===== config.mk =====
export PLATFORM = sky130hd
export DESIGN_NAME = tnc_len_stack
export DESIGN_NICKNAME = d
export VERILOG_FILES = /design/src/hdl/tnc_pkg.sv /design/src/hdl/tnc_cell.sv /design/src/hdl/tnc_len_stack.sv
export SDC_FILE = /design/constraint.sdc
export NUM_CORES = 1
export LEC_CHECK = 0
export BUFFER_PORTS_ARGS = -buffer_cell sky130_fd_sc_hd__buf_2
export CAP_MARGIN = 0
export CORE_ASPECT_RATIO = 1.5
export CORE_UTILIZATION = 40
export CTS_BUF_LIST = sky130_fd_sc_hd__clkbuf_16
export CTS_CLUSTER_DIAMETER = 50
export DETAILED_ROUTE_END_ITERATION = 12
export PLACE_DENSITY = 0.58
export RECOVER_POWER = 25
export SLEW_MARGIN = 20
export SYNTH_ARGS = -nofsm -noshare
export SYNTH_HDL_FRONTEND = slang
export SYNTH_SLANG_ARGS = --single-unit
export TNS_END_PERCENT = 20

===== constraint.sdc =====
create_clock -name clock -period 18.5 [get_ports clock]
set_input_delay 0.925 -clock clock [delete_from_list [all_inputs] [get_ports clock]]
set_output_delay 0.925 -clock clock [all_outputs]
set_load 0.01 [all_outputs]

===== src/hdl/tnc_pkg.sv =====
`timescale 1ns / 1ps
`default_nettype none
// ----------------------------------------------------------------------------
// Tag nesting checker package
// Sizes, character codes, status codes and shared types.
// ----------------------------------------------------------------------------
package tnc_pkg;

   // Sizing
   localparam int STACK_DEPTH = 64;
   localparam int NAME_LEN    = 32;
   localparam int SP_W        = $clog2(STACK_DEPTH + 1);
   localparam int TOP_W       = $clog2(STACK_DEPTH);
   localparam int CI_W        = $clog2(NAME_LEN + 1);
   localparam int MEM_DEPTH   = STACK_DEPTH * NAME_LEN;
   localparam int ADDR_W      = $clog2(MEM_DEPTH);
   localparam int LINE_W      = 24;
   localparam int DEPTH_W     = 7;

   localparam logic [LINE_W-1:0] LINE_MAX = 24'hFFFFFF;

   // Character codes
   localparam logic [7:0] CH_NL    = 8'h0A;
   localparam logic [7:0] CH_SLASH = 8'h2F;
   localparam logic [7:0] CH_LT    = 8'h3C;
   localparam logic [7:0] CH_GT    = 8'h3E;

   typedef enum logic [2:0] {
      STS_OK       = 3'd0,
      STS_MISMATCH = 3'd1,
      STS_EMPTY    = 3'd2,
      STS_UNCLOSED = 3'd3,
      STS_OVERFLOW = 3'd4,
      STS_TOO_LONG = 3'd5
   } status_type;

   // Length stack control
   typedef struct packed {
      logic push;
      logic pop;
   } stack_ctl_type;

   // One result
   typedef struct packed {
      status_type           status;
      logic [LINE_W-1:0]    line;
      logic [DEPTH_W-1:0]   depth;
   } rsp_type;

endpackage : tnc_pkg
`default_nettype wire


===== src/hdl/tnc_cell.sv =====
`timescale 1ns / 1ps
`default_nettype none
// ----------------------------------------------------------------------------
// Length stack cell
// Holds one tag name length; shifts toward deeper cells on push and back on pop.
// ----------------------------------------------------------------------------
module tnc_cell
   import tnc_pkg::*;
(
   input  wire logic            clock,
   input  wire stack_ctl_type   ctl,
   input  wire logic [CI_W-1:0] prev_len,   // from the cell nearer the top
   input  wire logic [CI_W-1:0] next_len,   // from the cell deeper down
   output logic [CI_W-1:0]      len_out
);

   logic [CI_W-1:0] len_ff;

   // shift one place per push or pop
   always_ff @(posedge clock) begin
      if (ctl.push) begin
         len_ff <= prev_len;
      end else if (ctl.pop) begin
         len_ff <= next_len;
      end
   end

   assign len_out = len_ff;

endmodule : tnc_cell
`default_nettype wire


===== src/hdl/tnc_len_stack.sv =====
`timescale 1ns / 1ps
`default_nettype none
// ----------------------------------------------------------------------------
// Length stack
// Row of cells; cell 0 is always the top of stack.
// ----------------------------------------------------------------------------
module tnc_len_stack
   import tnc_pkg::*;
(
   input  wire logic            clock,
   input  wire stack_ctl_type   ctl,
   input  wire logic [CI_W-1:0] push_len,
   output logic [CI_W-1:0]      top_len
);

   logic [CI_W-1:0] len_w [STACK_DEPTH];

   for (genvar i = 0; i < STACK_DEPTH; i++) begin : g_cell
      logic [CI_W-1:0] prev_w;
      logic [CI_W-1:0] next_w;

      if (i == 0) begin : g_head
         assign prev_w = push_len;
      end else begin : g_body
         assign prev_w = len_w[i-1];
      end

      if (i == STACK_DEPTH - 1) begin : g_tail
         assign next_w = '0;
      end else begin : g_link
         assign next_w = len_w[i+1];
      end

      tnc_cell u_cell (
         .clock    (clock),
         .ctl      (ctl),
         .prev_len (prev_w),
         .next_len (next_w),
         .len_out  (len_w[i])
      );
   end

   assign top_len = len_w[0];

endmodule : tnc_len_stack
`default_nettype wire


==> results of run 1 <==
-- area by class of cell --
| cell class | count | area, µm² | share of cell area (%) |
|---|---|---|---|
| repair buffers | 25 | 156 | 0.830 |
| clock buffers | 41 | 1030 | 5.44 |
| multi-input cells | 385 | 5160 | 27.4 |
| flip-flops and latches | 384 | 11500 | 61.2 |
| clock inverters | 24 | 256 | 1.36 |
| well taps | 570 | 713 | 3.78 |
-- cell families (layout without fill, tap and decap cells) --
kind of cell / Yosys count / count (layout) / share of synthesized area (%)
buffers and inverters: 43 / 90 / 2.97
DFF: 384 / 384 / 65.4
muxes: 378 / 378 / 31.4
and+or+nand+nor: 7 / 7 / 0.248
-- metal layers --
metal	global-route usage (%)	up-vias	wire length, µm
li1	-	3238	-
met1	15.7	3593	11500
met2	16.9	61	11000
met3	2.12	39	713
met4	4.03	0	581
met5	0	-	0
-- per-stage QoR --
| step | cell area (µm²) | power, W |
|---|---|---|
| floorplan | 17600 | 0.00152 |
| global placement | 18000 | 0.00157 |
| detailed placement | 18000 | 0.00157 |
| CTS | 19300 | 0.00240 |
| global route | 18800 | 0.00243 |
| finish | 18800 | 0.00232 |
-- layout by cell type, fill, tap and decap left out, drive strengths merged --
| cell | count |
|---|---|
| and2 | 6 |
| buf | 15 |
| bufinv | 6 |
| clkbuf | 51 |
| clkinv | 14 |
| edfxtp | 384 |
| inv | 4 |
| mux2 | 378 |
| or2 | 1 |
-- report_power, final --
| group | leakage [nW] | switching [W] | total [W] | internal (W) |
|---|---|---|---|---|
| Combinational | 2.59 | 0.0000774 | 0.000263 | 0.000186 |
| Clock | 0.650 | 0.000326 | 0.000808 | 0.000482 |
| Sequential | 3.94 | 0.0000849 | 0.00125 | 0.00117 |
-- worst max path at each step --
stage                                        end  slack (ps)  cells past startpoint
finish              g_cell[14].u_cell.len_out[4]        9410                      4
global route        g_cell[12].u_cell.len_out[4]        8290                      4
CTS                 g_cell[12].u_cell.len_out[4]       14400                      4
detailed placement  g_cell[11].u_cell.len_out[4]       13840                      4
global placement    g_cell[12].u_cell.len_out[4]       13870                      4
floorplan            g_cell[0].u_cell.len_out[0]       12010                      4
==> qor.txt, run 1 <==
Highest clock rate: 0.110 GHz
Nets: 845
Setup TNS: 0 ps
Drt pass-1 iters: 4
Worst hold margin: 533 ps
Post-synth top cells: edfxtp_1, mux2_4, mux2_2
WS Path Type: in2reg
First DRT Iteration DRCs: 495
Final period utilization: 49.2%
Setup Buffers After CTS: 0
TritonCTS buffer count: 40
Fillers: 3,762
Maximum clock path buffer count: 3
Final setup violation count: 0
Critical-path top delay cell: or2_0
Reg-to-reg endpoint: g_cell[30].u_cell.len_out[2]
CTS root buffer: clkbuf_16
Core ar.: 0.0432 mm²
Die height: 259 µm
Failing checks: capacitance limit, slew limit
Seq cells post-synth: 384
Remaining DRCs: 0
Crit path largest cell delay: 3260 ps
Leakage: 7.18 nW
WP data required: 18,650 ps
CTS sink cnt: 384
Register-to-register setup slack: 17,520 ps
Yosys warning count: 0
Share of cells above drive strength 1: 39.2%
Ys flop type: edfxtp_1
Critical path's top delay family: buffers and inverters
Final std cells w/o fill: 1,429
Gr ovfl total: 0
Synthesized instance count: 812
WL per Instance: 16.7 µm
Core Util, Final: 43.7%
H-tree Lvls: 2
Min Tclk post-route: 9090 ps
Most frequent CP cell: buf_4
Relative slew margins: -194%
Std cell rows: 93
Worst setup startpoint: ctl[1]
Synth Net Count: 821
Endpoints failing hold: 0
Status: complete, but fails checks
Share of the synthesized area in the top cell type: 65.4%
Worst hold path startpoint: g_cell[63].u_cell.len_out[1]
Hold_buf cts: 0
R2r startpoint: g_cell[29].u_cell.len_out[2]
Number of distinct library cells after synthesis: 9
Antenna cell count: 0
Unrepaired setup endpoints after global routing: no
Mean post-synth cell area: 21.7 µm²
Crit path capture type: flip-flop
Worst Hold End: g_cell[62].u_cell.len_out[1]
CTS tree: done
Setup WS pre-CTS: 13,840 ps
Detailed placement HPWL: 12.5 mm
Clock latency on the worst-skew pair: 530 ps
Sequential area share after synthesis: 65.4%
Final worst slack: 9410 ps
CP cell instances: clkbuf_1 -> or2_0 -> buf_4 -> buf_4
Area Overhead vs Synth: 6.89%
Critical path peak fanout: 81
CP Launch Type: input pin
Maxcap violations: 5
Worst-path clk slew: 70 ps
Vias: 6,931
First-pass GRT wire length: 41.1 mm
Worst clock skew: 13.2 ps
I/O pin cnt: 15
Vias in the first global route: 7,659
R2R cell count: 1
Worst min-delay path class: reg2reg
Synth top area cells: edfxtp_1, mux2_4, mux2_2
Final Max Slew Viols: 309
Port bufs: 14
Remaining antenna violation count: 0
GRT Util Overall: 11.1%
Post-Syn Area: 0.0176 mm²
Die Area: 0.0449 mm²
Final WL: 23.8 mm
Initial antenna violation count: 0
Pwr/cell area: 123 mW/mm²
Placed cells: 1,363
DIE WIDTH: 173 µm
Yosys top cell by area: edfxtp_1
Largest register FFs: 384
RD Place Congestion: 0.638
Max rail drop VDD: 0.0558 mV
CP Data Arrival Time: 9250 ps
Worst Tran Pin Value: 4400 ps
Starting Density: 40.8%
Largest net degree at the start of global routing: 90
Post-synth EDFFs: 384
WP buf/inv: 3
Ys async rst share: 0%
Most frequent cell after synthesis: edfxtp_1
Drt via density: 4.85
Post_cts resized: 0
Hold Path Stages: 1
Note: power is estimated with default switching activity, not from simulation.
==> run 2, diff against run 1 <==
- PLACE_DENSITY: 0.58 -> 0.6
- clock period: 18.5 -> 7.9 ns (I/O delays scaled with it)
==> run 2 against run 1 <==
The flow still finishes with violations (capacitance limit, slew limit). Total power grew 130%. Sequential share of layout area grew 0.77 points. Utilization shrank 0.54 points. First-iteration DRC count grew 9.1%. Hold slack lost 370 ps. Final area shrank 1.2%. Clock skew grew 8.6 ps. Global-route usage shrank 0.20 points. Final cell count shrank 0.14%. Die area is the same. Via count shrank 0.69%. Largest cell class unchanged.
==> qor.txt, run 2 (synthesized netlist as in run 1, its figures left out) <==
I/O pin cnt: 15 (unchanged)
WP depth: 4 (unchanged)
CP Data Arrival Time: 4930 ps (was 9250 ps)
RD Place Congestion: 0.639 (was 0.638)
Min Tclk post-route: 4650 ps
Maxcap violations: 4 (was 5)
Setup Buffers After CTS: 0 (unchanged)
Hold Path Stages: 2 (was 1)
Gr ovfl total: 0 (unchanged)
Post_cts resized: 0 (unchanged)
Worst min-delay path class: in2reg (was reg2reg)
Largest net degree at the start of global routing: 197 (was 90)
Worst Tran Pin Value: 4220 ps (was 4400 ps)
Final setup violation count: 0 (unchanged)
Maximum clock path buffer count: 3 (unchanged)
Core ar.: 0.0432 mm² (unchanged)
Placed cells: 1,360 (was 1,363)
WP data required: 8180 ps (was 18,650 ps)
TritonCTS buffer count: 39 (was 40)
Endpoints failing hold: 0 (unchanged)
Status: complete, but fails checks (unchanged)
WS Path Type: in2reg (unchanged)
Starting Density: 40.8% (unchanged)
Critical-path top delay cell: clkbuf_1 (was or2_0)
Final Max Slew Viols: 289 (was 309)
Vias: 6,883 (was 6,931)
Antenna cell count: 0 (unchanged)
Multi-input logic area: 0.00508 mm² (was 0.00516 mm²)
CTS sink cnt: 384 (unchanged)
Drt pass-1 iters: 4 (unchanged)
Port bufs: 14 (unchanged)
Setup TNS: 0 ps (unchanged)
Leakage: 7.02 nW (was 7.18 nW)
Final std cells w/o fill: 1,427 (was 1,429)
CTS tree: done (unchanged)
Initial antenna violation count: 1 (was 0)
Critical path's top delay family: buffers and inverters (unchanged)
Clock latency on the worst-skew pair: 530 ps (about the same)
Fillers: 3,746 (was 3,762)
Unrepaired setup endpoints after global routing: no (unchanged)
DIE WIDTH: 173 µm (unchanged)
R2R cell count: 1 (unchanged)
Detailed placement HPWL: 12.0 mm (was 12.5 mm)
First-pass GRT wire length: 40.5 mm (was 41.1 mm)
Crit path capture type: flip-flop (unchanged)
Remaining antenna violation count: 0 (unchanged)
Die height: 259 µm (unchanged)
Commonest non-fill, non-tap cells in the layout: edfxtp_1, mux2_4, mux2_1 (unchanged)
Std cell rows: 93 (unchanged)
Worst clock skew: 21.8 ps (was 13.2 ps)
Max rail drop VDD: 0.132 mV (was 0.0558 mV)
Failing checks: capacitance limit, slew limit (unchanged)
Hold_buf cts: 0 (unchanged)
CP cell instances: buf_8 -> clkbuf_1 -> buf_4 -> mux2_4 (was clkbuf_1 -> or2_0 -> buf_4 -> buf_4)
Largest register FFs: 384 (unchanged)
Vias in the first global route: 7,489 (was 7,659)
Pwr/cell area: 282 mW/mm² (was 123 mW/mm²)
CTS root buffer: clkbuf_16 (unchanged)
Die Area: 0.0449 mm² (unchanged)
WL per Instance: 16.5 µm (was 16.7 µm)
Final period utilization: 58.9%
Share of cells above drive strength 1: 36.1% (was 39.2%)
H-tree Lvls: 2 (unchanged)
GRT Util Overall: 10.9% (was 11.1%)
Nets: 840 (was 845)
Crit path largest cell delay: 2460 ps (was 3260 ps)
Worst-path clk slew: 60 ps (was 70 ps)
Relative slew margins: -181% (was -194%)
WP buf/inv: 3 (unchanged)
Remaining DRCs: 0 (unchanged)
Commonest non-fill, non-tap cell in the layout: edfxtp_1 (unchanged)
Area Overhead vs Synth: 5.56% (was 6.89%)
Drt via density: 4.82 (was 4.85)
Critical path peak fanout: 91 (was 81)
Final WL: 23.6 mm (was 23.8 mm)
CP Launch Type: input pin (unchanged)
Register area: 0.0115 mm² (unchanged)
First DRT Iteration DRCs: 540 (was 495)
Highest clock rate: 0.215 GHz
-- run 2: layout make-up --
cell class | count | share of cell area [%]
clock buffer | 39 | 5.24
clock inverter | 28 | 1.01
multi-input combinational | 385 | 27.3
sequential | 384 | 62.0
tap | 570 | 3.83
timing repair buffer | 21 | 0.686
-- run 2: final timing paths --
path | start | to | slack, ps
max reg2reg | g_cell[0].u_cell.len_out[3] | g_cell[1].u_cell.len_out[3] | 6910
max | ctl[1] | g_cell[51].u_cell.len_out[5] | 3250
min reg2reg | g_cell[63].u_cell.len_out[2] | g_cell[62].u_cell.len_out[2] | 520
min | push_len[5] | g_cell[0].u_cell.len_out[5] | 160
-- run 2: stage by stage --
step | utilization (%) | setup WS (ps) | hold slack, ps | total power, W | instance area (µm²)
3_5_place_dp | 41.7 | 4330 | 537 | 0.00368 | 18000
6_report | 43.1 | 3250 | 160 | 0.00526 | 18600
5_1_grt | 43.1 | 2870 | 136 | 0.00550 | 18600
4_1_cts | 44.3 | 4890 | 129 | 0.00546 | 19100
2_1_floorplan | - | 1940 | 525 | 0.00356 | 17600
3_3_place_gp | 41.7 | 4320 | 529 | 0.00367 | 18000
-- run 2: metal layers --
| layer | up-vias | part of all wire (%) | track usage (%) |
|---|---|---|---|
| li1 | 3239 | - | - |
| met1 | 3538 | 49 | 15.9 |
| met2 | 64 | 45 | 15.8 |
| met3 | 40 | 3.4 | 2.34 |
| met4 | 2 | 2.6 | 4.08 |
| met5 | - | 0.064 | 0 |
-- run 2: report_power, final --
part           switching, W  internal [W]  leakage, nW  total, W
registers          0.000198       0.00273         3.94   0.00293
logic              0.000179      0.000421         2.49  0.000600
clock network      0.000765      0.000964        0.599   0.00173
total               0.00114       0.00412         7.02   0.00526
==> run 3, diff against run 2 <==
- ABC_AREA: unset -> 1
- clock period: 7.9 -> 3.7 ns (I/O delays scaled with it)
==> run 3 against run 2 <==
The run still ends with capacitance limit, slew limit left. Non-clock buffer count rose by 8. Total power rose by 99%. Combinational power rose by 35%. Via count rose by 50%. Final cell count rose by 50%. Count of clock-buffer cells in the layout rose by 2. Highest routed layer is now met4.
==> qor.txt, run 3 <==
Final period utilization: 64.3%
Number of distinct library cells after synthesis: 9 (unchanged)
Mean post-synth cell area: 10.2 µm² (was 21.7 µm²)
CP cell instances: buf_8 -> or2_0 -> buf_4 (was buf_8 -> clkbuf_1 -> buf_4 -> mux2_4)
Post-Syn Area: 0.0165 mm² (was 0.0176 mm²)
Commonest non-fill, non-tap cells in the layout: nand2_1, edfxtp_1, clkbuf_16 (was edfxtp_1, mux2_4, mux2_1)
Setup TNS: 0 ps (unchanged)
Clock latency on the worst-skew pair: 550 ps (was 530 ps)
Yosys warning count: 0 (unchanged)
Worst Tran Pin Value: 2190 ps (was 4220 ps)
CTS root buffer: clkbuf_16 (unchanged)
Final Max Slew Viols: 392 (was 289)
Remaining DRCs: 0 (unchanged)
Commonest non-fill, non-tap cell in the layout: nand2_1 (was edfxtp_1)
Setup WS pre-CTS: 1250 ps (was 4330 ps)
Largest register FFs: 384 (unchanged)
Placed cells: 2,061 (was 1,360)
TritonCTS buffer count: 41 (was 39)
Highest clock rate: 0.420 GHz
Die height: 251 µm (was 259 µm)
Critical-path top delay cell: or2_0 (was clkbuf_1)
Post-synth top cells: nand2_1, edfxtp_1, buf_2, buf_6, buf_4 (was edfxtp_1, mux2_4, mux2_2)
Pwr/cell area: 583 mW/mm² (was 282 mW/mm²)
Relative slew margins: -46.2% (was -181%)
First-pass GRT wire length: 46.7 mm (was 40.5 mm)
Most frequent cell after synthesis: nand2_1 (was edfxtp_1)
Crit path largest cell delay: 1110 ps (was 2460 ps)
Maximum clock path buffer count: 3 (unchanged)
Post_cts resized: 0 (unchanged)
Combinational power share: 7.7% (was 11.4%)
Leakage: 8.15 nW (was 7.02 nW)
Clock power share: 36.1% (was 32.9%)
CP Launch Type: input pin (unchanged)
Share of cells above drive strength 1: 4.84% (was 36.1%)
Initial antenna violation count: 0 (was 1)
Gr ovfl total: 0 (unchanged)
Drt via density: 4.82 (about the same)
Fillers: 3,876 (was 3,746)
CP Data Arrival Time: 2530 ps (was 4930 ps)
Maxcap violations: 2 (was 4)
Status: complete, but fails checks (unchanged)
Remaining antenna violation count: 0 (unchanged)
Switch share: 24.0% (was 21.7%)
Detailed placement HPWL: 13.7 mm (was 12.0 mm)
H-tree Lvls: 2 (unchanged)
Yosys top cell by area: edfxtp_1 (unchanged)
Ys flop type: edfxtp_1 (unchanged)
First DRT Iteration DRCs: 885 (was 540)
CTS sink cnt: 384 (unchanged)
Final std cells w/o fill: 2,139 (was 1,427)
Switching pwr: 0.00251 W (was 0.00114 W)
Total power: 0.0105 W (was 0.00526 W)
Worst-path clk slew: 60 ps (about the same)
Area Overhead vs Synth: 8.58% (was 5.56%)
Largest net degree at the start of global routing: 210 (was 197)
Max rail drop VDD: 0.412 mV (was 0.132 mV)
Worst clock skew: 26.4 ps (was 21.8 ps)
Die Area: 0.0422 mm² (was 0.0449 mm²)
Vias in the first global route: 10,200 (was 7,489)
Worst min-delay path class: in2reg (unchanged)
Endpoints failing hold: 0 (unchanged)
WP data required: 3850 ps (was 8180 ps)
Seq pwr share: 56.1% (was 55.7%)
Synth Net Count: 1,625 (was 821)
Vias: 10,300 (was 6,883)
Seq cells post-synth: 384 (unchanged)
Ys async rst share: 0% (unchanged)
WS Path Type: in2reg (unchanged)
Port bufs: 14 (unchanged)
GRT Util Overall: 13.0% (was 10.9%)
Sequential area share after synthesis: 69.7% (was 65.4%)
Unrepaired setup endpoints after global routing: no (unchanged)
Failing checks: capacitance limit, slew limit (unchanged)
CTS tree: done (unchanged)
Starting Density: 40.8% (about the same)
Final worst slack: 1320 ps (was 3250 ps)
Share of the synthesized area in the top cell type: 69.7% (was 65.4%)
Drt pass-1 iters: 5 (was 4)
Critical path peak fanout: 104 (was 91)
I/O pin cnt: 15 (unchanged)
Synth top area cells: edfxtp_1, nand2_1, buf_6 (was edfxtp_1, mux2_4, mux2_2)
WL per Instance: 12.4 µm (was 16.5 µm)
Power Internal: 0.00796 W (was 0.00412 W)
RD Place Congestion: 0.692 (was 0.639)
Final setup violation count: 0 (unchanged)
Std cell rows: 90 (was 93)
Crit path capture type: flip-flop (unchanged)
Min Tclk post-route: 2380 ps
Core ar.: 0.0405 mm² (was 0.0432 mm²)
DIE WIDTH: 168 µm (was 173 µm)
Final WL: 26.6 mm (was 23.6 mm)
Synthesized instance count: 1,616 (was 812)
Nets: 1,613 (was 840)
Antenna cell count: 0 (unchanged)
Post-synth EDFFs: 384 (unchanged)
run 3: changes by cell type after synthesis, sizes merged:
cell | previous run | this run
inv | 0 | 7
mux2 | 378 | 0
and2 | 6 | 0
buf | 43 | 84
nand2 | 0 | 1140
run 3: layout make-up:
type / count / area [µm²] / share of cell area (%)
clock buffer: 41 / 1030 / 5.72
clock inverter: 31 / 206 / 1.15
multi-input combinational: 1141 / 4290 / 23.9
timing repair buffer: 29 / 243 / 1.35
sequential: 384 / 11500 / 64.2
tap: 506 / 633 / 3.53
inverter: 7 / 27.5 / 0.153
run 3: logic make-up after synthesis:
family / synth area share (%)
and+or+nand+nor: 25.9
buffers and inverters: 4.34
DFF: 69.7
run 3: what timing repair did:
action	CTS	global route
buffers inserted	0	0
endpoints found under the setup margin	0	0
endpoints found under the hold margin	6	0
hold buffers	6	0
run 3: per-stage QoR:
stage	area [µm²]	util (%)	hold WS [ps]
finish	18000	44.3	224
global route	18000	44.3	249
CTS	18000	44.4	227
detailed placement	16700	41.2	462
global placement	16700	41.2	456
floorplan	16500	-	371
run 3: path summary, 6_finish.rpt:
check | startpoint | endpoint | slack, ps | depth (start not counted)
max | ctl[1] | g_cell[61].u_cell.len_out[1] | 1320 | 3
min | ctl[1] | g_cell[59].u_cell.len_out[3] | 220 | 3
max reg2reg | g_cell[38].u_cell.len_out[1] | g_cell[39].u_cell.len_out[1] | 2820 | 2
min reg2reg | g_cell[63].u_cell.len_out[2] | g_cell[62].u_cell.len_out[2] | 510 | 2
run 3: critical path: cells and delay by family:
family,cells,cell delay (ps)
buffers and inverters,2,1200
and+or+nand+nor,1,1110
run 3: per-layer routing:
| metal | vias up | track usage [%] | part of all wire [%] |
|---|---|---|---|
| li1 | 5162 | - | - |
| met1 | 4969 | 17.0 | 47 |
| met2 | 143 | 21.9 | 48 |
| met3 | 42 | 2.55 | 3.8 |
| met4 | 0 | 3.85 | 1.8 |
| met5 | - | 0 | 0 |
run 3: power groups by stage:
stage	Clock, W	Sequential (W)	Combinational, W
floorplan	0	0.00589	0.000692
global placement	0	0.00596	0.000791
detailed placement	0	0.00596	0.000827
CTS	0.00391	0.00589	0.000832
global route	0.00407	0.00597	0.000966
finish	0.00378	0.00588	0.000809
